<file path="src/rtl/core/fsmf_pkg.sv">
// Shared types and constants for the fraction sum block.
`default_nettype none
package fsmf_pkg;

  localparam int ACC_W  = 64;
  localparam int IN_W   = 16;
  localparam int OUT_W  = 64;
  localparam int FORM_W = 2;
  localparam int PROD_W = ACC_W + IN_W;
  localparam int CNT_W  = $clog2(ACC_W + 1);
  localparam int QDEPTH = 2;
  localparam int QPTR_W = (QDEPTH > 1) ? $clog2(QDEPTH) : 1;
  localparam int QCNT_W = $clog2(QDEPTH + 1);

  typedef enum logic [FORM_W-1:0] {
    FORM_WHOLE  = 2'd0,
    FORM_PROPER = 2'd1,
    FORM_MIXED  = 2'd2
  } form_t;

  typedef enum logic [3:0] {
    ST_IDLE,
    ST_MUL1,
    ST_MUL2,
    ST_MUL3,
    ST_MUL4,
    ST_DIVQ,
    ST_GCD,
    ST_DIVN,
    ST_DIVD,
    ST_OUT
  } back_state_t;

  typedef struct packed {
    logic [IN_W-1:0] num;
    logic [IN_W-1:0] den;
    logic            last;
    logic            bad;
  } item_t;

  typedef struct packed {
    form_t            form;
    logic [ACC_W-1:0] whole;
    logic [ACC_W-1:0] part_num;
    logic [ACC_W-1:0] part_den;
    logic             ovf;
  } result_t;

  typedef struct packed {
    logic             start;
    logic [ACC_W-1:0] dividend;
    logic [ACC_W-1:0] divisor;
  } div_req_t;

  typedef struct packed {
    logic             done;
    logic [ACC_W-1:0] quo;
    logic [ACC_W-1:0] rem;
  } div_rsp_t;

endpackage
`default_nettype wire

</file>
<file path="src/rtl/core/fraction_sum_mixed_form.sv">
// Top level: fraction sum reduced to whole, proper or mixed form.
// Each item passes through the multiply-accumulate states MUL1 to MUL4 (one shared 64x16 multiplier).
// A last item adds (3 + k) divides on the bit-serial divider, k being the Euclid steps
// of the gcd; an exact quotient needs one divide only, a zero denominator product none.
// A two-entry input queue and one output register let both sides stall independently.
// Synchronous active-low reset empties the input queue and output register and clears the running sum to 0/1.
`default_nettype none
module fraction_sum_mixed_form (
  input  logic                        clk,
  input  logic                        rst_n,
  input  logic                        in_push,
  output logic                        in_full,
  input  logic [fsmf_pkg::IN_W-1:0]   in_numerator,
  input  logic [fsmf_pkg::IN_W-1:0]   in_denominator,
  input  logic                        in_last,
  output logic                        out_empty,
  input  logic                        out_pop,
  output logic [fsmf_pkg::FORM_W-1:0] out_form,
  output logic [fsmf_pkg::OUT_W-1:0]  out_whole_part,
  output logic [fsmf_pkg::OUT_W-1:0]  out_part_numerator,
  output logic [fsmf_pkg::OUT_W-1:0]  out_part_denominator,
  output logic                        out_overflow
);
  import fsmf_pkg::*;

  item_t   item;
  logic    item_valid;
  logic    item_take;
  result_t res;
  logic    res_valid;
  logic    res_ready;
  logic    out_valid_r, out_valid_nxt;
  result_t out_res_r;
  logic    load;

  fsmf_front u_front (
    .clk            (clk),
    .rst_n          (rst_n),
    .in_push        (in_push),
    .in_full        (in_full),
    .in_numerator   (in_numerator),
    .in_denominator (in_denominator),
    .in_last        (in_last),
    .item           (item),
    .item_valid     (item_valid),
    .item_take      (item_take)
  );

  fsmf_back u_back (
    .clk        (clk),
    .rst_n      (rst_n),
    .item       (item),
    .item_valid (item_valid),
    .item_take  (item_take),
    .res        (res),
    .res_valid  (res_valid),
    .res_ready  (res_ready)
  );

  assign res_ready = !out_valid_r || out_pop;
  assign load      = res_valid && res_ready;

  always_comb begin
    out_valid_nxt = out_valid_r;
    if (load) begin
      out_valid_nxt = 1'b1;
    end else if (out_pop) begin
      out_valid_nxt = 1'b0;
    end
  end

  always_ff @(posedge clk) begin
    if (!rst_n) begin
      out_valid_r <= 1'b0;
    end else begin
      out_valid_r <= out_valid_nxt;
    end
  end

  always_ff @(posedge clk) begin
    if (load) begin
      out_res_r <= res;
    end
  end

  assign out_empty            = !out_valid_r;
  assign out_form             = out_res_r.form;
  assign out_whole_part       = OUT_W'(out_res_r.whole);
  assign out_part_numerator   = OUT_W'(out_res_r.part_num);
  assign out_part_denominator = OUT_W'(out_res_r.part_den);
  assign out_overflow         = out_res_r.ovf;

endmodule
`default_nettype wire

</file>
<file path="src/rtl/core/fsmf_front.sv">
// Front end: takes input requests, fixes zero denominators, queues items.
`default_nettype none
module fsmf_front (
  input  logic                      clk,
  input  logic                      rst_n,
  input  logic                      in_push,
  output logic                      in_full,
  input  logic [fsmf_pkg::IN_W-1:0] in_numerator,
  input  logic [fsmf_pkg::IN_W-1:0] in_denominator,
  input  logic                      in_last,
  output fsmf_pkg::item_t           item,
  output logic                      item_valid,
  input  logic                      item_take
);
  import fsmf_pkg::*;

  item_t             q_r [QDEPTH];
  logic [QPTR_W-1:0] wr_ptr_r, wr_ptr_nxt;
  logic [QPTR_W-1:0] rd_ptr_r, rd_ptr_nxt;
  logic [QCNT_W-1:0] cnt_r, cnt_nxt;
  logic              push_ok, pop_ok;
  item_t             cls;

  assign in_full    = (cnt_r == QCNT_W'(QDEPTH));
  assign item_valid = (cnt_r != '0);
  assign item       = q_r[rd_ptr_r];
  assign push_ok    = in_push && !in_full;
  assign pop_ok     = item_take && item_valid;

  always_comb begin
    cls.num  = in_numerator;
    cls.bad  = (in_denominator == '0);
    cls.den  = cls.bad ? IN_W'(1) : in_denominator;
    cls.last = in_last;
  end

  always_comb begin
    wr_ptr_nxt = wr_ptr_r;
    rd_ptr_nxt = rd_ptr_r;
    cnt_nxt    = cnt_r;
    if (push_ok) begin
      wr_ptr_nxt = (wr_ptr_r == QPTR_W'(QDEPTH - 1)) ? '0 : wr_ptr_r + QPTR_W'(1);
    end
    if (pop_ok) begin
      rd_ptr_nxt = (rd_ptr_r == QPTR_W'(QDEPTH - 1)) ? '0 : rd_ptr_r + QPTR_W'(1);
    end
    if (push_ok && !pop_ok) begin
      cnt_nxt = cnt_r + QCNT_W'(1);
    end else if (!push_ok && pop_ok) begin
      cnt_nxt = cnt_r - QCNT_W'(1);
    end
  end

  always_ff @(posedge clk) begin
    if (!rst_n) begin
      wr_ptr_r <= '0;
      rd_ptr_r <= '0;
      cnt_r    <= '0;
    end else begin
      wr_ptr_r <= wr_ptr_nxt;
      rd_ptr_r <= rd_ptr_nxt;
      cnt_r    <= cnt_nxt;
    end
  end

  always_ff @(posedge clk) begin
    if (push_ok) begin
      q_r[wr_ptr_r] <= cls;
    end
  end

endmodule
`default_nettype wire

</file>
<file path="src/rtl/core/fsmf_div.sv">
// Restoring divider, one quotient bit per cycle.
`default_nettype none
module fsmf_div (
  input  logic                 clk,
  input  logic                 rst_n,
  input  fsmf_pkg::div_req_t   req,
  output fsmf_pkg::div_rsp_t   rsp
);
  import fsmf_pkg::*;

  logic             busy_r, busy_nxt;
  logic             done_r, done_nxt;
  logic [CNT_W-1:0] cnt_r, cnt_nxt;
  logic [ACC_W-1:0] rem_r, rem_nxt;
  logic [ACC_W-1:0] quo_r, quo_nxt;
  logic [ACC_W-1:0] dsr_r, dsr_nxt;
  logic [ACC_W:0]   rem_sh;
  logic [ACC_W+1:0] diff;

  assign rem_sh = {rem_r, quo_r[ACC_W-1]};
  assign diff   = {1'b0, rem_sh} - {2'b00, dsr_r};

  always_comb begin
    busy_nxt = busy_r;
    done_nxt = 1'b0;
    cnt_nxt  = cnt_r;
    rem_nxt  = rem_r;
    quo_nxt  = quo_r;
    dsr_nxt  = dsr_r;
    if (req.start) begin
      busy_nxt = 1'b1;
      cnt_nxt  = CNT_W'(ACC_W);
      rem_nxt  = '0;
      quo_nxt  = req.dividend;
      dsr_nxt  = req.divisor;
    end else if (busy_r) begin
      if (!diff[ACC_W+1]) begin
        rem_nxt = diff[ACC_W-1:0];
        quo_nxt = {quo_r[ACC_W-2:0], 1'b1};
      end else begin
        rem_nxt = rem_sh[ACC_W-1:0];
        quo_nxt = {quo_r[ACC_W-2:0], 1'b0};
      end
      cnt_nxt = cnt_r - CNT_W'(1);
      if (cnt_r == CNT_W'(1)) begin
        busy_nxt = 1'b0;
        done_nxt = 1'b1;
      end
    end
  end

  always_ff @(posedge clk) begin
    if (!rst_n) begin
      busy_r <= 1'b0;
      done_r <= 1'b0;
      cnt_r  <= '0;
    end else begin
      busy_r <= busy_nxt;
      done_r <= done_nxt;
      cnt_r  <= cnt_nxt;
    end
  end

  always_ff @(posedge clk) begin
    rem_r <= rem_nxt;
    quo_r <= quo_nxt;
    dsr_r <= dsr_nxt;
  end

  assign rsp.done = done_r;
  assign rsp.quo  = quo_r;
  assign rsp.rem  = rem_r;

  a_start_idle: assert property (@(posedge clk) disable iff (!rst_n)
    req.start |-> !busy_r)
    else $error("divider started while busy");

  a_done_after_busy: assert property (@(posedge clk) disable iff (!rst_n)
    done_r |-> $past(busy_r))
    else $error("divider done without a run");

endmodule
`default_nettype wire

</file>
<file path="src/rtl/core/fsmf_back.sv">
// Back end: multiply-accumulate per item, then quotient, gcd and reduction.
`default_nettype none
module fsmf_back (
  input  logic              clk,
  input  logic              rst_n,
  input  fsmf_pkg::item_t   item,
  input  logic              item_valid,
  output logic              item_take,
  output fsmf_pkg::result_t res,
  output logic              res_valid,
  input  logic              res_ready
);
  import fsmf_pkg::*;

  back_state_t       st_r, st_nxt;
  logic [ACC_W-1:0]  sum_r, sum_nxt;
  logic [ACC_W-1:0]  dprod_r, dprod_nxt;
  logic              ovf_r, ovf_nxt;
  item_t             cur_r, cur_nxt;
  logic [PROD_W-1:0] prod_r, prod_nxt;
  logic [ACC_W-1:0]  tmp_r, tmp_nxt;
  logic [ACC_W-1:0]  quo_r, quo_nxt;
  logic [ACC_W-1:0]  rem_r, rem_nxt;
  logic [ACC_W-1:0]  gb_r, gb_nxt;
  logic [ACC_W-1:0]  pn_r, pn_nxt;
  result_t           res_r, res_nxt;

  logic [ACC_W-1:0]  mul_a;
  logic [IN_W-1:0]   mul_b;
  logic [PROD_W-1:0] prod_w;
  logic [ACC_W:0]    add_w;
  logic              prod_hi;
  logic [ACC_W-1:0]  p_w;
  logic              ovf_c;
  div_req_t          div_req;
  div_rsp_t          div_rsp;

  fsmf_div u_div (
    .clk   (clk),
    .rst_n (rst_n),
    .req   (div_req),
    .rsp   (div_rsp)
  );

  // one shared ACC_W x IN_W multiplier
  always_comb begin
    case (st_r)
      ST_MUL2: begin
        mul_a = dprod_r;
        mul_b = cur_r.num;
      end
      ST_MUL3: begin
        mul_a = dprod_r;
        mul_b = cur_r.den;
      end
      default: begin
        mul_a = sum_r;
        mul_b = cur_r.den;
      end
    endcase
  end

  assign prod_w  = PROD_W'(mul_a) * PROD_W'(mul_b);
  assign prod_hi = |prod_r[PROD_W-1:ACC_W];
  assign add_w   = {1'b0, tmp_r} + {1'b0, prod_r[ACC_W-1:0]};
  assign p_w     = prod_r[ACC_W-1:0];
  assign ovf_c   = ovf_r | prod_hi;

  always_comb begin
    st_nxt           = st_r;
    sum_nxt          = sum_r;
    dprod_nxt        = dprod_r;
    ovf_nxt          = ovf_r;
    cur_nxt          = cur_r;
    prod_nxt         = prod_r;
    tmp_nxt          = tmp_r;
    quo_nxt          = quo_r;
    rem_nxt          = rem_r;
    gb_nxt           = gb_r;
    pn_nxt           = pn_r;
    res_nxt          = res_r;
    item_take        = 1'b0;
    res_valid        = 1'b0;
    div_req.start    = 1'b0;
    div_req.dividend = tmp_r;
    div_req.divisor  = dprod_r;
    case (st_r)
      ST_IDLE: begin
        if (item_valid) begin
          item_take = 1'b1;
          cur_nxt   = item;
          ovf_nxt   = ovf_r | item.bad;
          st_nxt    = ST_MUL1;
        end
      end
      ST_MUL1: begin
        prod_nxt = prod_w;
        st_nxt   = ST_MUL2;
      end
      ST_MUL2: begin
        tmp_nxt  = prod_r[ACC_W-1:0];
        ovf_nxt  = ovf_c;
        prod_nxt = prod_w;
        st_nxt   = ST_MUL3;
      end
      ST_MUL3: begin
        tmp_nxt  = add_w[ACC_W-1:0];
        ovf_nxt  = ovf_c | add_w[ACC_W];
        prod_nxt = prod_w;
        st_nxt   = ST_MUL4;
      end
      ST_MUL4: begin
        dprod_nxt = p_w;
        ovf_nxt   = ovf_c;
        if (!cur_r.last) begin
          sum_nxt = tmp_r;
          if (item_valid) begin
            item_take = 1'b1;
            cur_nxt   = item;
            ovf_nxt   = ovf_c | item.bad;
            st_nxt    = ST_MUL1;
          end else begin
            st_nxt = ST_IDLE;
          end
        end else if (p_w == '0) begin
          res_nxt.form     = FORM_WHOLE;
          res_nxt.whole    = '0;
          res_nxt.part_num = '0;
          res_nxt.part_den = '0;
          res_nxt.ovf      = ovf_c;
          st_nxt           = ST_OUT;
        end else begin
          div_req.start    = 1'b1;
          div_req.dividend = tmp_r;
          div_req.divisor  = p_w;
          st_nxt           = ST_DIVQ;
        end
      end
      ST_DIVQ: begin
        if (div_rsp.done) begin
          quo_nxt = div_rsp.quo;
          rem_nxt = div_rsp.rem;
          if (div_rsp.rem == '0) begin
            res_nxt.form     = FORM_WHOLE;
            res_nxt.whole    = div_rsp.quo;
            res_nxt.part_num = '0;
            res_nxt.part_den = '0;
            res_nxt.ovf      = ovf_r;
            st_nxt           = ST_OUT;
          end else begin
            // gcd(s, p) = gcd(p, s mod p)
            gb_nxt           = div_rsp.rem;
            div_req.start    = 1'b1;
            div_req.dividend = dprod_r;
            div_req.divisor  = div_rsp.rem;
            st_nxt           = ST_GCD;
          end
        end
      end
      ST_GCD: begin
        if (div_rsp.done) begin
          if (div_rsp.rem == '0) begin
            div_req.start    = 1'b1;
            div_req.dividend = rem_r;
            div_req.divisor  = gb_r;
            st_nxt           = ST_DIVN;
          end else begin
            gb_nxt           = div_rsp.rem;
            div_req.start    = 1'b1;
            div_req.dividend = gb_r;
            div_req.divisor  = div_rsp.rem;
          end
        end
      end
      ST_DIVN: begin
        if (div_rsp.done) begin
          pn_nxt           = div_rsp.quo;
          div_req.start    = 1'b1;
          div_req.dividend = dprod_r;
          div_req.divisor  = gb_r;
          st_nxt           = ST_DIVD;
        end
      end
      ST_DIVD: begin
        if (div_rsp.done) begin
          // whole part of the reduced fraction equals s / p
          res_nxt.form     = (quo_r == '0) ? FORM_PROPER : FORM_MIXED;
          res_nxt.whole    = quo_r;
          res_nxt.part_num = pn_r;
          res_nxt.part_den = div_rsp.quo;
          res_nxt.ovf      = ovf_r;
          st_nxt           = ST_OUT;
        end
      end
      ST_OUT: begin
        res_valid = 1'b1;
        if (res_ready) begin
          sum_nxt   = '0;
          dprod_nxt = ACC_W'(1);
          ovf_nxt   = 1'b0;
          st_nxt    = ST_IDLE;
        end
      end
      default: begin
        st_nxt = ST_IDLE;
      end
    endcase
  end

  always_ff @(posedge clk) begin
    if (!rst_n) begin
      st_r    <= ST_IDLE;
      sum_r   <= '0;
      dprod_r <= ACC_W'(1);
      ovf_r   <= 1'b0;
    end else begin
      st_r    <= st_nxt;
      sum_r   <= sum_nxt;
      dprod_r <= dprod_nxt;
      ovf_r   <= ovf_nxt;
    end
  end

  always_ff @(posedge clk) begin
    cur_r  <= cur_nxt;
    prod_r <= prod_nxt;
    tmp_r  <= tmp_nxt;
    quo_r  <= quo_nxt;
    rem_r  <= rem_nxt;
    gb_r   <= gb_nxt;
    pn_r   <= pn_nxt;
    res_r  <= res_nxt;
  end

  assign res = res_r;

  a_whole_no_part: assert property (@(posedge clk) disable iff (!rst_n)
    (res_valid && res_r.form == FORM_WHOLE) |->
      (res_r.part_num == '0 && res_r.part_den == '0))
    else $error("whole result carries a fraction part");

  a_mixed_has_whole: assert property (@(posedge clk) disable iff (!rst_n)
    (res_valid && res_r.form == FORM_MIXED) |-> (res_r.whole != '0))
    else $error("mixed result with zero whole part");

  a_part_proper: assert property (@(posedge clk) disable iff (!rst_n)
    (res_valid && res_r.form != FORM_WHOLE) |->
      (res_r.part_num != '0 && res_r.part_num < res_r.part_den))
    else $error("fraction part not proper");

endmodule
`default_nettype wire

</file>
<file path="config.mk">
export PLATFORM = sky130hd
export DESIGN_NAME = fraction_sum_mixed_form
export DESIGN_NICKNAME = d
export VERILOG_FILES = /design/src/rtl/core/fsmf_pkg.sv /design/src/rtl/core/fraction_sum_mixed_form.sv /design/src/rtl/core/fsmf_front.sv /design/src/rtl/core/fsmf_div.sv /design/src/rtl/core/fsmf_back.sv
export SDC_FILE = /design/constraint.sdc
export NUM_CORES = 2
export LEC_CHECK = 0
export BUFFER_PORTS_ARGS = -buffer_cell sky130_fd_sc_hd__buf_2
export CAP_MARGIN = 5
export CELL_PAD_IN_SITES_DETAIL_PLACEMENT = 0
export CELL_PAD_IN_SITES_GLOBAL_PLACEMENT = 1
export CORE_UTILIZATION = 51
export CTS_CLUSTER_SIZE = 16
export DETAILED_ROUTE_END_ITERATION = 10
export PLACE_DENSITY = 0.84
export SETUP_SLACK_MARGIN = 0.02
export SYNTH_ARGS = -nofsm -noshare
export SYNTH_HDL_FRONTEND = slang
export SYNTH_SLANG_ARGS = --single-unit
</file>
<file path="constraint.sdc">
create_clock -name clk -period 11.6 [get_ports clk]
set_input_delay 0.58 -clock clk [delete_from_list [all_inputs] [get_ports clk]]
set_output_delay 0.58 -clock clk [all_outputs]
set_load 0.02 [all_outputs]
</file>
# Word level (Yosys, flattened, before mapping)

Memories as Yosys holds them, arrays and structs flattened. A register that Yosys moved wholly into a read port is not among the register bits.
Cells that the tools add are included.

Bits in registers: 1162
Word-level logic and storage cells: 182
Bits of input ports: 37
Output and inout bits: 197
Memories: 1
Memory bits (writable): 68

Mux-type cells: 69
Reduce and logical (&&, ||, !) cells: 40
Equal/unequal tests: 23
$mul: 1
Bitwise gates (word level): 7
$add $sub $neg: 7

Memories:

| memory      | words | width | read ports | clocked after memory_dff | write ports | line             | RTL |
|---|---|---|---|---|---|---|---|
| u_front.q_r | 2     | 34    | 1          | 1                        | 1           | fsmf_front.sv:17 | `item_t q_r [QDEPTH];` |

Operators with widths:

| kind                                                            | count |
|---|---|
| 195-bit two-way mux                                             | 5 |
| 129-bit two-way mux                                             | 6 |
| 195-bit one-hot mux with 3 select lines                         | 1 |
| 129-bit one-hot mux with 4 select lines                         | 1 |
| 64-bit two-way mux                                              | 7 |
| 64-bit one-hot mux with 2 select lines                          | 3 |
| 64-bit zero test                                                | 3 |
| 128-bit two-way mux                                             | 1 |
| 34-bit two-way mux                                              | 3 |
| 64-bit by 16-bit multiplier with 80-bit output                  | 1 |
| 34-bit one-hot mux with 2 select lines                          | 1 |
| 65-bit by 64-bit subtractor with 66-bit output                  | 1 |
| 64-bit by 64-bit adder with 65-bit output                       | 1 |
| 4-bit two-way mux                                               | 10 |
| 4-bit one-hot mux with 10 select lines                          | 1 |
| 16-bit two-way mux                                              | 2 |
| 1-bit two-way mux                                               | 21 |
| 4-bit by 3-bit == test with 1-bit output, second input constant | 4 |
| 16-bit zero test                                                | 1 |
| 2-bit != test, second input constant                            | 8 |
| 16-bit OR reduction                                             | 1 |
| 7-bit two-way mux                                               | 2 |
| 2-bit nonzero test                                              | 7 |
| 3-bit AND reduction                                             | 3 |
| other kinds (27)                                                | 53 |

# Depth between registers and ports, before layout

Depth after elaboration: 8
Depth in mapped cells: 32
Depth with buffers taken out: 28

# Cells and area by module

Synthesis repeated with hierarchy kept, for this count alone.

Cells, all modules: 8458
Area total of the unflattened synthesis: 88229.6 µm²

By module, submodules not included:

| module                  | instances | cells an instance | area each (µm²) | sequential area each (µm²) |
|---|---|---|---|---|
| fsmf_back               | 1         | 6863              | 67553.5         | 21520.6 |
| fsmf_div                | 1         | 1242              | 11974.0         | 5305.1 |
| fraction_sum_mixed_form | 1         | 201               | 5916.9          | 5875.6 |
| fsmf_front              | 1         | 152               | 2785.2          | 2142.1 |

# Least setup slack after synthesis

No wires, ideal clock.

Path type: reg2reg
Start point: register u_back.st_r[1]
End point: register u_back.prod_r[79], data pin
Period minus slack after synthesis: 9.690 ns
Data arrival time: 9.514 ns
Setup slack: 1.910 ns
Cell stages (with the launch flop): 30
Buffers on the path: 4
Library setup time: 0.176 ns
Required time: 11.424 ns
Cells stage by stage: dfxtp_1 inv_1 nor3_1 clkbuf_1 clkbuf_1 buf_1 mux2i_1 nor2_1 fa_1 inv_1 fa_1 fa_1 inv_1 fa_1 fa_1 inv_1 fa_1 inv_1 ha_1 clkbuf_1 nand4_1 nor4_1 a221oi_1 o21ai_0 o21ai_1 o21ai_1 a21oi_1 o41ai_1 mux2i_1 nor4_1

Cells in the longest elaborated chain, start to end: 4
Elaborated cells on any way between the ends: 6
Classes of those cells: mul: 1; eq/ne: 2; mux: 2; reduce/logical: 1

Ends and longest elaborated chain:

| item                                               | line             | RTL |
|---|---|---|
| from (decl)                                        | fsmf_back.sv:15  | `back_state_t st_r, st_nxt;` |
| from (signal assigned)                             | fsmf_back.sv:217 | `st_r <= st_nxt;` |
| 4-bit by 2-bit == test with 1-bit output           | fsmf_back.sv:47  | `case (st_r)` |
| 2-bit OR reduction (no line)                       | --               |  |
| 64-bit two-way mux                                 | fsmf_back.sv:47  |  |
| 64-bit by 16-bit multiplier with 80-bit output (*) | fsmf_back.sv:63  | `assign prod_w = PROD_W'(mul_a) * PROD_W'(mul_b);` |
| net u_back.prod_w[79]                              | fsmf_back.sv:30  | `logic [PROD_W-1:0] prod_w;` |
| to (signal assigned)                               | fsmf_back.sv:226 | `prod_r <= prod_nxt;` |
| to (decl)                                          | fsmf_back.sv:20  | `logic [PROD_W-1:0] prod_r, prod_nxt;` |

Mark *: on every way through the listed nets, which the timed path passes. The rest lies on a longest branch.
A chain may end at the register's enable or synchronous reset.

# Final worst setup path

Start point: register u_back.st_r[1]
End point: register u_back.prod_r[71], data pin

The elaborated chain is that of the path after synthesis.

==> results.cfg <==
[timing]
worstMarginPinSlew_ns = 1.255
fin_crit_sh_pct = 84.78
skew_ns = 0.04561
setup_viol = 0
finalHoldViolations = 0
timing.fmax_ghz = 0.1017
maxSlewHeadroom_pct = 14.16
worst_hold_slack_ns = 0.1337
min_period_ns = 9.834
rsz0062_at_grt = false
slew_viol_final = 0
finalSetupTns_ns = 0

[place]
gp_congestion = 0.9820
port_buffers = 233
dp_hpwl_mm = 203.0
dp_cells = 10880

[detailed_routing]
ant_nets = 0
drt_iter0_drc = 6670
detail_route.wl_per_cell_um = 24.64
drc = 0
firstDrtPassIters = 9
vias = 66100
via_per_inst = 5.923
routed_wl_mm = 274.9

[yosys]
yosysSeqAreaShare_pct = 39.27
ys.flop_type = edfxtp_1
synth_seq_cells = 1231
synth_area_mm2 = 0.08873
syn_area_per_cell_um2 = 10.13
synthArstFlopShare_pct = 0
ys_warn_count = 0
synth_edf_count = 1019
synth_most_common_cell = nand2_1
synthTopCellsByArea = edfxtp_1 (34%), fa_1 (20%), nand2_1 (5.2%), dfxtp_1 (4.8%), inv_1 (4.3%)
yosysTopAreaCell = edfxtp_1
synth_top_area_share_pct = 34.49
syn-num-nets = 9948
netlist_instances = 8760
synthTopCellsByCount = nand2_1 (1,224), inv_1 (1,027), edfxtp_1 (1,019)
synth.distinct_cells = 86

[finish]
num-nets-final = 9925
drive_gt1_share_pct = 7.979
fillerInstances = 14820
seqCellArea_mm2 = 0.03486
largest_reg_flops = 195
finalNonFillerCells = 11160
multi_input_area_mm2 = 0.04839
area_growth_pct = 8.907

[global_routing]
grt_pass1_vias = 66360
grt_pass1_wl_mm = 412.9
grt_antenna_before_repair = 8
globalRouteTotalUtil_pct = 31.39
grt_max_degree = 147
globalRouteOverflowTotal = 0

[power_and_ir_drop]
netSwitchingFraction_pct = 43.86
cellPowerDensity_mw_per_mm2 = 202.9
irDropWorstVdd_uv = 175.8
p_leak_nw = 38.73
clkPwrFrac_pct = 21.7
pwr-share-seq_pct = 34.4
comb_power_share_pct = 43.9
total_power_mw = 19.60
p_switching_mw = 8.597
p_int_mw = 11.01

[critical_path]
crit_arrival_ns = 10.36
cpPeakStageDelay_ns = 1.08
worstPathCellList = inv_1 > nor3_2 > buf_12 > mux2i_1 > nor2_1 > fa_1 > inv_1 > fa_1 > fa_1 > inv_1 > fa_1 > fa_1 > fa_1 > ha_1 > a21oi_1 > o21ai_0 > a221oi_1 > o21ai_0 > o21ai_1 > o21ai_1 > a21oi_1 > o31ai_1 > a21oi_1 > xnor2_1
reg2reg_from = u_back.st_r[1]
startpoint_type = flip-flop
slowest_stage = mux2i_1
critPathMostFrequentCell = fa_1
path_class = flip-flop to flip-flop
worst-path-buf-inv = 4
cp-end-kind = flip-flop
path_max_fanout = 102
cp_top_family = adder cells
worstPathRequired_ns = 12.12
cp-startpoint = u_back.st_r[1]

[floorplanning]
ios = 234
initial_core_util_pct = 51.55
core_mm2 = 0.1721
die_width_um = 419.1
die_h_um = 419.1
num_rows = 152
die_area_mm2 = 0.1756

[worst_hold_path]
min_from = in_denominator[0]
hp-class = primary input to flip-flop

[outcome]
status = finished, final reports clean

[clock_tree]
cts_buffers = 132
clock_latency_ns = 0.80
cts_setup_buffers = 0
clock_path_buffers = 3
h-tree-depth = 4
ctsRootBufferMaster = clkbuf_16
cts_hold_buf = 32
clk_pin_slew_ns = 0.06
ctsResizeCount = 0
cts_tree = done
clock_sinks = 1231

[job]
maxCapViolations = 0
## metrics by stage
step / setup slack [ns] / instance area, um2 / util [%]
after floorplan: 1.910 / 88730 / -
after global routing: 1.352 / 96630 / 56.14
after detailed placement: 1.975 / 91920 / 53.41
after CTS: 1.975 / 96630 / 56.14
after global placement: 2.099 / 91920 / 53.41
final: 1.766 / 96630 / 56.14
## layer usage
layer	vias to the layer above	part of all wire, %	global-route usage, %
met2	3294	44	47.69
met1	32860	42	43.93
li1	29430	-	-
met3	508	9.6	6.512
met5	-	0.0047	0
met4	2	4.3	12.67
## layout by cell type (no fill, tap or decap), drive strengths merged, types with 25 or more instances in the layout
| cell | n |
|---|---|
| a21boi | 142 |
| a21o | 131 |
| a21oi | 545 |
| a22o | 64 |
| a22oi | 71 |
| a2bb2oi | 46 |
| a31oi | 37 |
| and2 | 191 |
| and3 | 45 |
| buf | 329 |
| clkbuf | 171 |
| clkinv | 46 |
| dfxtp | 212 |
| dlygate4sd3 | 32 |
| edfxtp | 1019 |
| fa | 868 |
| ha | 283 |
| inv | 1035 |
| mux2 | 82 |
| mux2i | 199 |
| nand2 | 1224 |
| nand3 | 186 |
| nand4 | 71 |
| nor2 | 676 |
| nor2b | 73 |
| nor3 | 43 |
| nor4 | 66 |
| o211ai | 25 |
| o21a | 32 |
| o21ai | 363 |
| o21bai | 59 |
| xnor2 | 135 |
| xor2 | 64 |
## path summary, 6_finish.rpt
path | to | slack [ns] | cells after the start
min reg2reg | out_part_denominator[7] | 0.40 | 0
min | u_front.q_r[1][2] | 0.13 | 2
max reg2reg | u_back.prod_r[71] | 1.77 | 24
max | u_back.prod_r[71] | 1.77 | 24
## layout make-up
| type | instances | area share [%] |
|---|---|---|
| clock buffer | 171 | 3.717 |
| tap | 2310 | 2.991 |
| timing repair buffer | 361 | 2.326 |
| multi-input combinational | 5984 | 50.07 |
| sequential | 1231 | 36.07 |
| antenna | 1 | 0.002590 |
| inverter | 1027 | 3.997 |
| clock inverter | 74 | 0.8209 |
## worst reg2reg max path, stage by stage (launching register included)
cell	delay (ns)
dfxtp_1	0.62
inv_1	0.32
nor3_2	0.30
buf_12	0.43
mux2i_1	1.37
nor2_1	0.15
fa_1	0.58
inv_1	0.05
fa_1	0.45
fa_1	0.51
inv_1	0.06
fa_1	0.58
fa_1	0.45
fa_1	0.51
ha_1	0.41
a21oi_1	0.23
o21ai_0	0.22
a221oi_1	0.30
o21ai_0	0.18
o21ai_1	0.51
o21ai_1	0.28
a21oi_1	0.56
o31ai_1	0.23
a21oi_1	0.21
xnor2_1	0.10
## logic make-up after synthesis
logic type	Yosys count	share of synthesized area (%)
AOI/OAI and AO/OA	1700	12.21
xor gates and xnor gates	199	1.964
adders and majority gates	1151	23.58
buffers and inverters	1545	6.560
DFF	1231	39.27
muxes	281	3.286
and+or+nand+nor	2653	13.14
## power groups by stage
stage | registers [mW] | logic (mW) | clock network (mW)
floorplan | 6.25 | 5.90 | 0
global placement | 6.76 | 8.34 | 0
detailed placement | 6.78 | 8.41 | 0
CTS | 6.69 | 8.47 | 4.32
global route | 6.77 | 9.36 | 4.49
finish | 6.74 | 8.60 | 4.26
No activity file was read; power rests on OpenSTA's default activity.
